===== src/hdl/assert_macros.svh =====
// ----------------------------------------------------------------------------
// assert_macros.svh
// Assertion shorthands shared by the RTL files.
// ----------------------------------------------------------------------------
`ifndef ASSERT_MACROS_SVH
`define ASSERT_MACROS_SVH

// checked on every clock edge outside reset
`define OBM_ASSERT(lbl, prop, msg) \
  lbl: assert property (@(posedge clk) disable iff (rst) (prop)) else $error(msg);

// checked on every clock edge, reset included
`define OBM_ASSERT_ALWAYS(lbl, prop, msg) \
  lbl: assert property (@(posedge clk) (prop)) else $error(msg);

`endif


===== src/hdl/obm_pkg.sv =====
`timescale 1ns / 1ps
// ----------------------------------------------------------------------------
// obm_pkg
// Types, codes and bus timing constants of the 1-wire bus master.
// ----------------------------------------------------------------------------
package obm_pkg;

  localparam int OBM_QDEPTH = 4;

  localparam logic [1:0] MODE_TICK  = 2'd0;
  localparam logic [1:0] MODE_RESET = 2'd1;
  localparam logic [1:0] MODE_WRITE = 2'd2;
  localparam logic [1:0] MODE_READ  = 2'd3;

  localparam logic [9:0] T_RST_LOW   = 10'd600;
  localparam logic [9:0] T_RST_RELAX = 10'd80;
  localparam logic [9:0] T_RST_WAIT  = 10'd520;
  localparam logic [9:0] T_W1_LOW    = 10'd2;
  localparam logic [9:0] T_W0_LOW    = 10'd60;
  localparam logic [9:0] T_WSLOT     = 10'd65;
  localparam logic [9:0] T_R_LOW     = 10'd3;
  localparam logic [9:0] T_R_SAMPLE  = 10'd11;
  localparam logic [9:0] T_RSLOT     = 10'd56;

  localparam logic [2:0] RST_STEP_LOW  = 3'd0;
  localparam logic [2:0] RST_STEP_WAIT = 3'd2;
  localparam logic [2:0] LAST_BIT      = 3'd7;

  typedef enum logic [1:0] {
    CMD_NONE,
    CMD_RESET,
    CMD_WRITE,
    CMD_READ
  } cmd_t;

  typedef enum logic [1:0] {
    PH_IDLE,
    PH_RESET,
    PH_WRITE,
    PH_READ
  } phase_t;

  typedef struct packed {
    cmd_t       cmd;
    logic [7:0] tx_byte;
    logic       pin_level;
  } item_t;

  typedef struct packed {
    logic       drive_low;
    logic       busy_res;
    logic       done_res;
    logic       presence;
    logic [7:0] rx_byte;
    logic       rejected;
  } result_t;

  function automatic phase_t cmd_phase(input cmd_t cmd);
    phase_t ph;
    case (cmd)
      CMD_RESET: ph = PH_RESET;
      CMD_WRITE: ph = PH_WRITE;
      CMD_READ:  ph = PH_READ;
      default:   ph = PH_IDLE;
    endcase
    return ph;
  endfunction

endpackage


===== src/hdl/obm_if.sv =====
`timescale 1ns / 1ps
// ----------------------------------------------------------------------------
// obm_in_if / obm_out_if
// Valid/ready channels for tick beats in and result beats out.
// ----------------------------------------------------------------------------
interface obm_in_if;
  logic       valid;
  logic       ready;
  logic [1:0] mode;
  logic [7:0] tx_byte;
  logic       pin_level;

  modport source (output valid, mode, tx_byte, pin_level, input ready);
  modport sink   (input valid, mode, tx_byte, pin_level, output ready);
endinterface

interface obm_out_if;
  logic       valid;
  logic       ready;
  logic       drive_low;
  logic       busy_res;
  logic       done_res;
  logic       presence;
  logic [7:0] rx_byte;
  logic       rejected;

  modport source (output valid, drive_low, busy_res, done_res, presence, rx_byte, rejected,
                  input ready);
  modport sink   (input valid, drive_low, busy_res, done_res, presence, rx_byte, rejected,
                  output ready);
endinterface


===== src/hdl/obm_front.sv =====
`timescale 1ns / 1ps
// ----------------------------------------------------------------------------
// obm_front
// Accepts tick beats, decodes the command and queues them for the engine.
// ----------------------------------------------------------------------------
`include "assert_macros.svh"

module obm_front #(
  parameter int QDEPTH = obm_pkg::OBM_QDEPTH
) (
  input  logic          clk,
  input  logic          rst,
  obm_in_if.sink        in_ch,
  output logic          q_valid,
  output obm_pkg::item_t q_item,
  input  logic          q_ready
);
  import obm_pkg::*;

  localparam int PTR_W = (QDEPTH > 1) ? $clog2(QDEPTH) : 1;
  localparam int CNT_W = $clog2(QDEPTH + 1);
  localparam logic [PTR_W-1:0] LAST_PTR = PTR_W'(QDEPTH - 1);
  localparam logic [CNT_W-1:0] FULL_CNT = CNT_W'(QDEPTH);

  item_t            slots [QDEPTH];
  logic [PTR_W-1:0] wr_ptr;
  logic [PTR_W-1:0] rd_ptr;
  logic [CNT_W-1:0] count;
  item_t            dec_item;
  logic             push;
  logic             pop;

  always_comb begin
    case (in_ch.mode)
      MODE_RESET: dec_item.cmd = CMD_RESET;
      MODE_WRITE: dec_item.cmd = CMD_WRITE;
      MODE_READ:  dec_item.cmd = CMD_READ;
      default:    dec_item.cmd = CMD_NONE;
    endcase
    dec_item.tx_byte   = in_ch.tx_byte;
    dec_item.pin_level = in_ch.pin_level;
  end

  assign in_ch.ready = (count != FULL_CNT);
  assign push        = in_ch.valid && in_ch.ready;
  assign q_valid     = (count != '0);
  assign pop         = q_valid && q_ready;
  assign q_item      = slots[rd_ptr];

  always_ff @(posedge clk) begin
    if (push) begin
      slots[wr_ptr] <= dec_item;
    end
  end

  always_ff @(posedge clk) begin
    if (rst) begin
      wr_ptr <= '0;
      rd_ptr <= '0;
      count  <= '0;
    end else begin
      if (push) begin
        wr_ptr <= (wr_ptr == LAST_PTR) ? '0 : wr_ptr + 1'b1;
      end
      if (pop) begin
        rd_ptr <= (rd_ptr == LAST_PTR) ? '0 : rd_ptr + 1'b1;
      end
      count <= count + CNT_W'(push) - CNT_W'(pop);
    end
  end

  `OBM_ASSERT(a_count_track, !$past(rst) |-> (count == $past(count) + CNT_W'($past(push)) - CNT_W'($past(pop))), "queue count out of step with beats")
  `OBM_ASSERT(a_count_bound, count <= FULL_CNT, "queue count beyond depth")

endmodule


===== src/hdl/obm_back.sv =====
`timescale 1ns / 1ps
// ----------------------------------------------------------------------------
// obm_back
// Bus timing engine: runs reset, write and read slots one tick per beat and
// holds each result in an output register.
// ----------------------------------------------------------------------------
`include "assert_macros.svh"

module obm_back (
  input  logic           clk,
  input  logic           rst,
  input  logic           q_valid,
  input  obm_pkg::item_t q_item,
  output logic           q_ready,
  obm_out_if.source      out_ch
);
  import obm_pkg::*;

  phase_t     phase, phase_next;
  logic [2:0] bit_index, bit_index_next;
  logic [9:0] usec_count, usec_count_next;
  logic [7:0] shift_data, shift_data_next;
  logic       presence_flag, presence_flag_next;
  logic [7:0] rx_last, rx_last_next;
  logic [9:0] slot_len;
  logic [9:0] usec_inc;
  logic [9:0] low_len;
  result_t    res, res_next;
  logic       out_valid;
  logic       fire;

  assign q_ready = !out_valid || out_ch.ready;
  assign fire    = q_valid && q_ready;

  always_ff @(posedge clk) begin
    if (rst) begin
      phase         <= PH_IDLE;
      bit_index     <= '0;
      usec_count    <= '0;
      shift_data    <= '0;
      presence_flag <= 1'b0;
      rx_last       <= '0;
    end else begin
      phase         <= phase_next;
      bit_index     <= bit_index_next;
      usec_count    <= usec_count_next;
      shift_data    <= shift_data_next;
      presence_flag <= presence_flag_next;
      rx_last       <= rx_last_next;
    end
  end

  always_comb begin
    phase_next         = phase;
    bit_index_next     = bit_index;
    usec_count_next    = usec_count;
    shift_data_next    = shift_data;
    presence_flag_next = presence_flag;
    rx_last_next       = rx_last;
    res_next           = '0;
    slot_len           = T_RSLOT;
    usec_inc           = usec_count + 10'd1;
    low_len            = T_W0_LOW;
    if (fire) begin
      if (phase == PH_IDLE) begin
        if (q_item.cmd != CMD_NONE) begin
          phase_next      = cmd_phase(q_item.cmd);
          bit_index_next  = '0;
          usec_count_next = '0;
          shift_data_next = (q_item.cmd == CMD_WRITE) ? q_item.tx_byte : 8'd0;
        end
      end else if (q_item.cmd != CMD_NONE) begin
        res_next.rejected = 1'b1;
      end
      usec_inc = usec_count_next + 10'd1;
      case (phase_next)
        PH_RESET: begin
          res_next.busy_res  = 1'b1;
          res_next.drive_low = (bit_index_next == RST_STEP_LOW);
          if (bit_index_next >= RST_STEP_WAIT && usec_count_next == '0) begin
            presence_flag_next = !q_item.pin_level;
          end
          if (bit_index_next == RST_STEP_LOW) begin
            slot_len = T_RST_LOW;
          end else if (bit_index_next < RST_STEP_WAIT) begin
            slot_len = T_RST_RELAX;
          end else begin
            slot_len = T_RST_WAIT;
          end
          usec_count_next = usec_inc;
          if (usec_inc >= slot_len) begin
            usec_count_next = '0;
            if (bit_index_next >= RST_STEP_WAIT) begin
              res_next.done_res = 1'b1;
              phase_next        = PH_IDLE;
              bit_index_next    = '0;
            end else begin
              bit_index_next = bit_index_next + 3'd1;
            end
          end
        end
        PH_WRITE: begin
          res_next.busy_res  = 1'b1;
          low_len            = shift_data_next[bit_index_next] ? T_W1_LOW : T_W0_LOW;
          res_next.drive_low = (usec_count_next < low_len);
          usec_count_next    = usec_inc;
          if (usec_inc >= T_WSLOT) begin
            usec_count_next = '0;
            if (bit_index_next >= LAST_BIT) begin
              res_next.done_res = 1'b1;
              phase_next        = PH_IDLE;
              bit_index_next    = '0;
            end else begin
              bit_index_next = bit_index_next + 3'd1;
            end
          end
        end
        PH_READ: begin
          res_next.busy_res  = 1'b1;
          res_next.drive_low = (usec_count_next < T_R_LOW);
          if (usec_count_next == T_R_SAMPLE && q_item.pin_level) begin
            shift_data_next[bit_index_next] = 1'b1;
          end
          usec_count_next = usec_inc;
          if (usec_inc >= T_RSLOT) begin
            usec_count_next = '0;
            if (bit_index_next >= LAST_BIT) begin
              res_next.done_res = 1'b1;
              phase_next        = PH_IDLE;
              bit_index_next    = '0;
              rx_last_next      = shift_data_next;
            end else begin
              bit_index_next = bit_index_next + 3'd1;
            end
          end
        end
        default: begin
        end
      endcase
      res_next.presence = presence_flag_next;
      res_next.rx_byte  = rx_last_next;
    end
  end

  always_ff @(posedge clk) begin
    if (rst) begin
      out_valid <= 1'b0;
    end else if (fire) begin
      out_valid <= 1'b1;
    end else if (out_ch.ready) begin
      out_valid <= 1'b0;
    end
  end

  always_ff @(posedge clk) begin
    if (fire) begin
      res <= res_next;
    end
  end

  assign out_ch.valid     = out_valid;
  assign out_ch.drive_low = res.drive_low;
  assign out_ch.busy_res  = res.busy_res;
  assign out_ch.done_res  = res.done_res;
  assign out_ch.presence  = res.presence;
  assign out_ch.rx_byte   = res.rx_byte;
  assign out_ch.rejected  = res.rejected;

  `OBM_ASSERT(a_done_busy, (out_valid && res.done_res) |-> res.busy_res, "done beat not marked busy")
  `OBM_ASSERT(a_rej_busy, (out_valid && res.rejected) |-> res.busy_res, "rejected beat not marked busy")
  `OBM_ASSERT(a_hold_state, !fire |=> ($stable(phase) && $stable(usec_count)), "engine moved without a beat")
  `OBM_ASSERT(a_done_idle, (fire && res_next.done_res) |=> (phase == PH_IDLE), "engine not idle after done")

endmodule


===== src/hdl/onewire_bus_master_unit.sv =====
`timescale 1ns / 1ps
// An accepted tick beat is registered first in the queue, then its result in the
// output register, from which the result beat is valid.
// Throughput: one tick beat per cycle, retired by the engine, unless the output stalls.
// The decode queue (QDEPTH entries) absorbs output stalls; input ready drops when full.
// Reset: synchronous; engine returns to idle, presence and last read byte clear,
// queue and output register empty.
// ----------------------------------------------------------------------------
// onewire_bus_master_unit
// 1-wire bus master timed in microsecond tick beats: reset/presence, write
// byte and read byte.
// ----------------------------------------------------------------------------
module onewire_bus_master_unit #(
  parameter int QDEPTH = obm_pkg::OBM_QDEPTH
) (
  input  logic      clk,
  input  logic      rst,
  obm_in_if.sink    in_ch,
  obm_out_if.source out_ch
);
  import obm_pkg::*;

  logic  q_valid;
  logic  q_ready;
  item_t q_item;

  obm_front #(
    .QDEPTH(QDEPTH)
  ) u_front (
    .clk    (clk),
    .rst    (rst),
    .in_ch  (in_ch),
    .q_valid(q_valid),
    .q_item (q_item),
    .q_ready(q_ready)
  );

  obm_back u_back (
    .clk    (clk),
    .rst    (rst),
    .q_valid(q_valid),
    .q_item (q_item),
    .q_ready(q_ready),
    .out_ch (out_ch)
  );

endmodule

===== src/flat_wrapper.sv =====
// flat-port wrapper written by rule: the top's interface ports become plain ports
module onewire_bus_master_unit_flat import obm_pkg::*;
#(
  parameter int QDEPTH = obm_pkg::OBM_QDEPTH
)
  (clk, rst, in_ch_valid, in_ch_mode, in_ch_tx_byte, in_ch_pin_level, in_ch_ready, out_ch_valid, out_ch_drive_low, out_ch_busy_res, out_ch_done_res, out_ch_presence, out_ch_rx_byte, out_ch_rejected, out_ch_ready);
  obm_in_if in_ch_i ();
  obm_out_if out_ch_i ();
  input  logic clk;
  input  logic rst;
  input wire logic [$bits(in_ch_i.valid)-1:0] in_ch_valid;
  input wire logic [$bits(in_ch_i.mode)-1:0] in_ch_mode;
  input wire logic [$bits(in_ch_i.tx_byte)-1:0] in_ch_tx_byte;
  input wire logic [$bits(in_ch_i.pin_level)-1:0] in_ch_pin_level;
  output wire logic [$bits(in_ch_i.ready)-1:0] in_ch_ready;
  output wire logic [$bits(out_ch_i.valid)-1:0] out_ch_valid;
  output wire logic [$bits(out_ch_i.drive_low)-1:0] out_ch_drive_low;
  output wire logic [$bits(out_ch_i.busy_res)-1:0] out_ch_busy_res;
  output wire logic [$bits(out_ch_i.done_res)-1:0] out_ch_done_res;
  output wire logic [$bits(out_ch_i.presence)-1:0] out_ch_presence;
  output wire logic [$bits(out_ch_i.rx_byte)-1:0] out_ch_rx_byte;
  output wire logic [$bits(out_ch_i.rejected)-1:0] out_ch_rejected;
  input wire logic [$bits(out_ch_i.ready)-1:0] out_ch_ready;
  assign in_ch_i.valid = in_ch_valid;
  assign in_ch_i.mode = in_ch_mode;
  assign in_ch_i.tx_byte = in_ch_tx_byte;
  assign in_ch_i.pin_level = in_ch_pin_level;
  assign in_ch_ready = in_ch_i.ready;
  assign out_ch_valid = out_ch_i.valid;
  assign out_ch_drive_low = out_ch_i.drive_low;
  assign out_ch_busy_res = out_ch_i.busy_res;
  assign out_ch_done_res = out_ch_i.done_res;
  assign out_ch_presence = out_ch_i.presence;
  assign out_ch_rx_byte = out_ch_i.rx_byte;
  assign out_ch_rejected = out_ch_i.rejected;
  assign out_ch_i.ready = out_ch_ready;
  onewire_bus_master_unit #(.QDEPTH(QDEPTH)) u_core (.clk(clk), .rst(rst), .in_ch(in_ch_i), .out_ch(out_ch_i));
endmodule

===== config.mk =====
export PLATFORM = sky130hd
export DESIGN_NAME = onewire_bus_master_unit_flat
export DESIGN_NICKNAME = d
export VERILOG_FILES = /design/src/hdl/obm_pkg.sv /design/src/hdl/obm_if.sv /design/src/hdl/obm_front.sv /design/src/hdl/obm_back.sv /design/src/hdl/onewire_bus_master_unit.sv /design/src/flat_wrapper.sv
export VERILOG_INCLUDE_DIRS = /design/src /design/src/hdl
export SDC_FILE = /design/constraint.sdc
export NUM_CORES = 1
export LEC_CHECK = 0
export BUFFER_PORTS_ARGS = -buffer_cell sky130_fd_sc_hd__buf_2
export CAP_MARGIN = 15
export CORE_MARGIN = 2
export CORE_UTILIZATION = 45
export DETAILED_ROUTE_END_ITERATION = 16
export PLACE_DENSITY_LB_ADDON = 0.12
export SYNTH_ARGS = -nofsm -noshare
export SYNTH_HDL_FRONTEND = slang
export SYNTH_SLANG_ARGS = --single-unit
export TNS_END_PERCENT = 5

===== constraint.sdc =====
create_clock -name clk -period 5.2 [get_ports clk]
set_clock_uncertainty 0.15 [all_clocks]
set_input_delay 1.56 -clock clk [delete_from_list [all_inputs] [get_ports clk]]
set_output_delay 1.56 -clock clk [all_outputs]
set_load 0.05 [all_outputs]

---- Yosys cells after proc, flatten, opt, wreduce, memory -nomap -nowiden ----
Memory sizes are Yosys's and may differ from the RTL's. A register that Yosys moved wholly into a read port is not among the register bits.
Index checks and enable logic that the tools add are counted.
word-level totals
  bits in registers ....................... 53
  word-level logic and storage cells ...... 123
  bits in writable memories ............... 44
  memories kept ........................... 1
  input bits .............................. 15
operators by class
  $lt $le $gt $ge ......................... 10
  $add $sub $neg .......................... 6
  mux-type cells .......................... 62
  reductions and logical operators ........ 14
  bitwise operators ....................... 1
  equal/unequal tests ..................... 13
memories
  name                  depth  width  read ports  clocked after Yosys merged registers in  wr ports  RTL line         text
  u_core.u_front.slots  4      11     1           1                                        1         obm_front.sv:25  item_t slots [QDEPTH];
operators by type and width
  kind                   number
  $mux 10                10
  $mux 8                 9
  $pmux 10 s3            1
  $mux 2                 12
  $mux 3                 8
  $pmux 2 s3             3
  $pmux 3 s3             2
  $eq 2x2->1 const B     8
  $mux 1                 14
  $add 10x1->10 const B  1
  $eq 10x4->1 const B    1
  $ge 10x10->1           1
  $ge 10x6->1 const B    1
  $ge 10x7->1 const B    1
  $logic_not 10->1       1
  $lt 10x2->1 const B    1
  $lt 10x6->1            1
  $or 8x8->8             1
  $eq 2x1->1 const B     3
  $mux 6                 1
  $logic_and 1x1->1      5
  $add 2x1->2 const B    2
  $lt 3x4->1 const B     1
  $reduce_bool 2->1      2
  other kinds (15)       16

---- Depth between registers and ports, before layout ----
  word-level depth ........................ 13
  depth in mapped cells ................... 20
  gate-level depth less buffers ........... 16

---- Modules after synthesis ----
Synthesis repeated with hierarchy kept, for this count alone.
second synthesis, totals
  cells, all modules ...................... 456
  area total of the unflattened synthesis .. 4949.7 um2
by module, submodules not included
  module     times used  area each (um2)  cells an instance
  obm_back   1           2875.3           348
  obm_front  1           2074.5           108

---- Least setup slack after synthesis ----
No wires, ideal clock.
  path type ............................... register to register
  start point ............................. register with a tool-made name
  end point ............................... register u_core.u_back.bit_index[1]
  library setup time ...................... 0.117 ns
  setup slack ............................. 0.773 ns
  arrival ................................. 4.159 ns
  period minus slack after synthesis ...... 4.427 ns
  stages on the path, launching flop included .. 19
  path buffers ............................ 3
  path through ............................ dfxtp_1 buf_6 mux4_2 o21ai_4 buf_2 and2_1 ha_1 clkbuf_1 nand3_1 xor2_1 nor2_1 ha_1 a21o_1 o41ai_1 a211oi_1 nor2b_1 nor4_1 a31o_2 a32o_1
RTL lines
  item                    RTL line        text
  end signal: assignment  obm_back.sv:45  bit_index <= bit_index_next;
  end: declaration        obm_back.sv:20  logic [2:0] bit_index, bit_index_next;

==> run metrics <==
Final #Nets=531; RR Endpoint=u_core.u_back.bit_index[1]; number of flops mapped to enable cells by yosys=57; Hold Path Cell Cnt=2; main flop type after synthesis=edfxtp_1; Sw Pwr=0.00122 W; hold_sp=u_core.u_back.presence_flag; syn nets=508; CTS Buf Count=9; Pwr Density=512 mW/mm2; final setup TNS=0 ps; Mapped Area=0.00504 mm2; share of layout cells above drive strength 1=0.168; root buffer cell=clkbuf_8; maxcap violations=0; kind of critical path=reg -> reg; Slew headroom=0.455; Filler cells=977; Synth Area in Simple Gates=0.186; Final ANT Viol Nets=0; Cells after Synth=473; RSZ-0062 raised after global routing=false; Clock Latency Late Sink=370 ps; 1st-pass router iterations=5; Peak Freq=0.211 GHz; final-report max-slew violation count=0; Leakage=2.17 nW; clock slew at reported path FFs=110 ps; mux share of post-synthesis cell area=0.0893; Antenna Cells=0; via count=3657; initial antenna violation count=0; Area Growth Syn to Fin=9.87%; DRC viols=0; Peak supply drop=0.203 mV; Max stage delay on crit path=710 ps; CP arrival=4860 ps; Sink Count=99; Min-Delay Path Class=reg -> reg; final core utilization=0.509; hold endpoint=u_core.u_back.presence_flag; # setup viols final=0; Data required, critical path=5330 ps; GR Util All Layers=0.198; setup ws final=464 ps; crit end category=register; Top Ports=30; slowest CP cell=mux4_1; post-cts sizing count=0; port buffer count=29; Tightest Pin Transition=817 ps; largest net degree at the start of global routing=42; Hold-fix buffers, CTS=0; crit path launch type=register; clk buf depth=2; YS warnings=0; most frequent cells in the layout=57 x edfxtp_1, 51 x nor2_1, 42 x dfxtp_1; R2R depth=17; combinational share of power=0.424; Compound-Gate Fraction of Synth Area=0.116; status=complete, no violations; Iter 0 DRT Violations=341; Avg Cell Area, Syn=10.7 um2; register area share after synthesis=0.506; via/cell ratio=5.71; R2R setup slack=460 ps; xor/xnor share of the synthesized area=0.0139; combinational family with the most area after synthesis=simple AND/OR/NAND/NOR gates; first-pass GRT wire length=18100 um; Die Ht=110 um; cell row count=38; Synth cell types=66; Placer Congestion=0.902; Post-CTS Setup Bufs=0; worst path cell trace=buf_4, mux4_1, o21ai_4, and2_1, ha_1, buf_4, inv_1, nor3_1, xnor2_1, nor2_1, ha_1, o41ai_1, a211oi_1, and3b_1, o21ai_0, a21oi_1, a32o_1; area of the multi-input gates=0.00230 mm2; DP Worst Slack=581 ps; Routed WL=11000 um; register area=0.00255 mm2; Int Power=0.00162 W; Core Footprint=0.0109 mm2; switching share of power=0.429; CTS tree=yes; Seq cells post-synth=99; Tcrit/Tclk final=0.911; fin crit period=4740 ps; Die X=110 um; hpwl dp=7830 um; crit-path max FO=10; final hold vios=0; drt wl/cell=17.1 um; post-synthesis adder-cell area fraction=0.0511; total congestion overflow=0; H-tree depth=3; number of global-route vias before repair=3555; Seq pwr share=0.386; Clock power frac=0.190; die area=0.0121 mm2; asr flop ratio synth=0; commonest non-fill, non-tap cell in the layout=edfxtp_1; Starting Density=0.463
==> power groups by stage <==
stage | registers, W | clock network, W | logic [W]
2_1_floorplan | 0.00125 | 0 | 0.000742
5_1_grt | 0.00112 | 0.000585 | 0.00132
3_3_place_gp | 0.00110 | 0 | 0.00118
6_report | 0.00109 | 0.000539 | 0.00120
4_1_cts | 0.00109 | 0.000555 | 0.00121
3_5_place_dp | 0.00111 | 0 | 0.00120
==> critical path: cells and delay by family, from the launching register on <==
kind | cells | cell delay (ps)
and+or+nand+nor | 4 | 790
muxes | 1 | 710
adders and majority gates | 2 | 520
buffers and inverters | 3 | 440
DFF | 1 | 340
xor gates and xnor gates | 1 | 190
AOI/OAI and AO/OA | 6 | 1500
==> cell type report <==
type | count | area share
flip-flops and latches | 99 | 0.461
multi-input cells | 328 | 0.415
repair buffers | 39 | 0.0397
clock inverters | 7 | 0.0174
inverters | 19 | 0.0129
well taps | 140 | 0.0316
clock buffers | 9 | 0.0224
==> worst max-delay path by stage <==
stage,to,slack (ps),depth (start not counted)
global route,u_core.u_back.bit_index[0],120,17
finish,u_core.u_back.bit_index[1],460,17
CTS,u_core.u_back.bit_index[1],520,17
floorplan,u_core.u_back.bit_index[1],770,18
global placement,u_core.u_back.bit_index[0],750,16
detailed placement,u_core.u_back.bit_index[1],580,17
==> cells by family after synthesis <==
| family | count (synthesis) |
|---|---|
| compound gates | 87 |
| xor+xnor | 8 |
| fa+ha+maj | 20 |
| buf+inv | 46 |
| flops | 99 |
| mux | 30 |
| simple gates | 183 |
==> registers in the layout (all words and copies together) (netlist names), 2 cells and up, named ones only <==
register                      cells
u_core.u_back.phase               2
u_core.u_back.shift_data          8
u_core.u_front.wr_ptr             2
u_core.u_front.count              3
u_core.u_back.out_ch.rx_byte      8
u_core.u_back.usec_count         10
u_core.u_back.rx_last             8
u_core.u_front.rd_ptr             2
u_core.u_back.bit_index           3
u_core.u_front.slots             44
==> per-stage QoR <==
stage	instance area (um2)	power, W	cells	hold WS, ps
finish	5540	0.00284	641	311
global route	5540	0.00303	641	347
CTS	5540	0.00285	641	316
detailed placement	5320	0.00231	625	300
global placement	5320	0.00229	625	293
floorplan	5040	0.00199	473	286
==> Yosys cell counts (3+ instances only) <==
cell type | number | area [um2]
and2_1 | 10 | 62.6
o211ai_1 | 4 | 30.0
inv_1 | 18 | 67.6
mux2_2 | 7 | 78.8
a311oi_1 | 6 | 52.6
ha_1 | 19 | 238
clkbuf_1 | 19 | 71.3
and3_1 | 5 | 31.3
xnor2_1 | 4 | 35.0
edfxtp_1 | 57 | 1710
nor2_1 | 51 | 191
a22oi_1 | 9 | 67.6
buf_2 | 4 | 20.0
mux4_2 | 10 | 225
o21ai_0 | 17 | 85.1
or3_1 | 7 | 43.8
mux2i_1 | 12 | 120
nor2b_1 | 4 | 25.0
nand3_1 | 17 | 85.1
a21oi_1 | 20 | 100
a211oi_1 | 3 | 22.5
nand2b_1 | 3 | 18.8
nor3_1 | 16 | 80.1
nand4_1 | 7 | 43.8
dfxtp_1 | 42 | 841
a21o_1 | 4 | 30.0
xor2_1 | 4 | 35.0
nand2_1 | 40 | 150
a31oi_1 | 4 | 25.0
==> metal layers <==
metal | part of all wire | vias up | GRT usage
met2 | 0.49 | 88 | 0.322
met1 | 0.45 | 1753 | 0.266
met3 | 0.044 | 17 | 0.0296
met4 | 0.015 | 0 | 0.0759
li1 | - | 1799 | -
met5 | 0 | - | 0
Power figures use the tool's default switching activity.
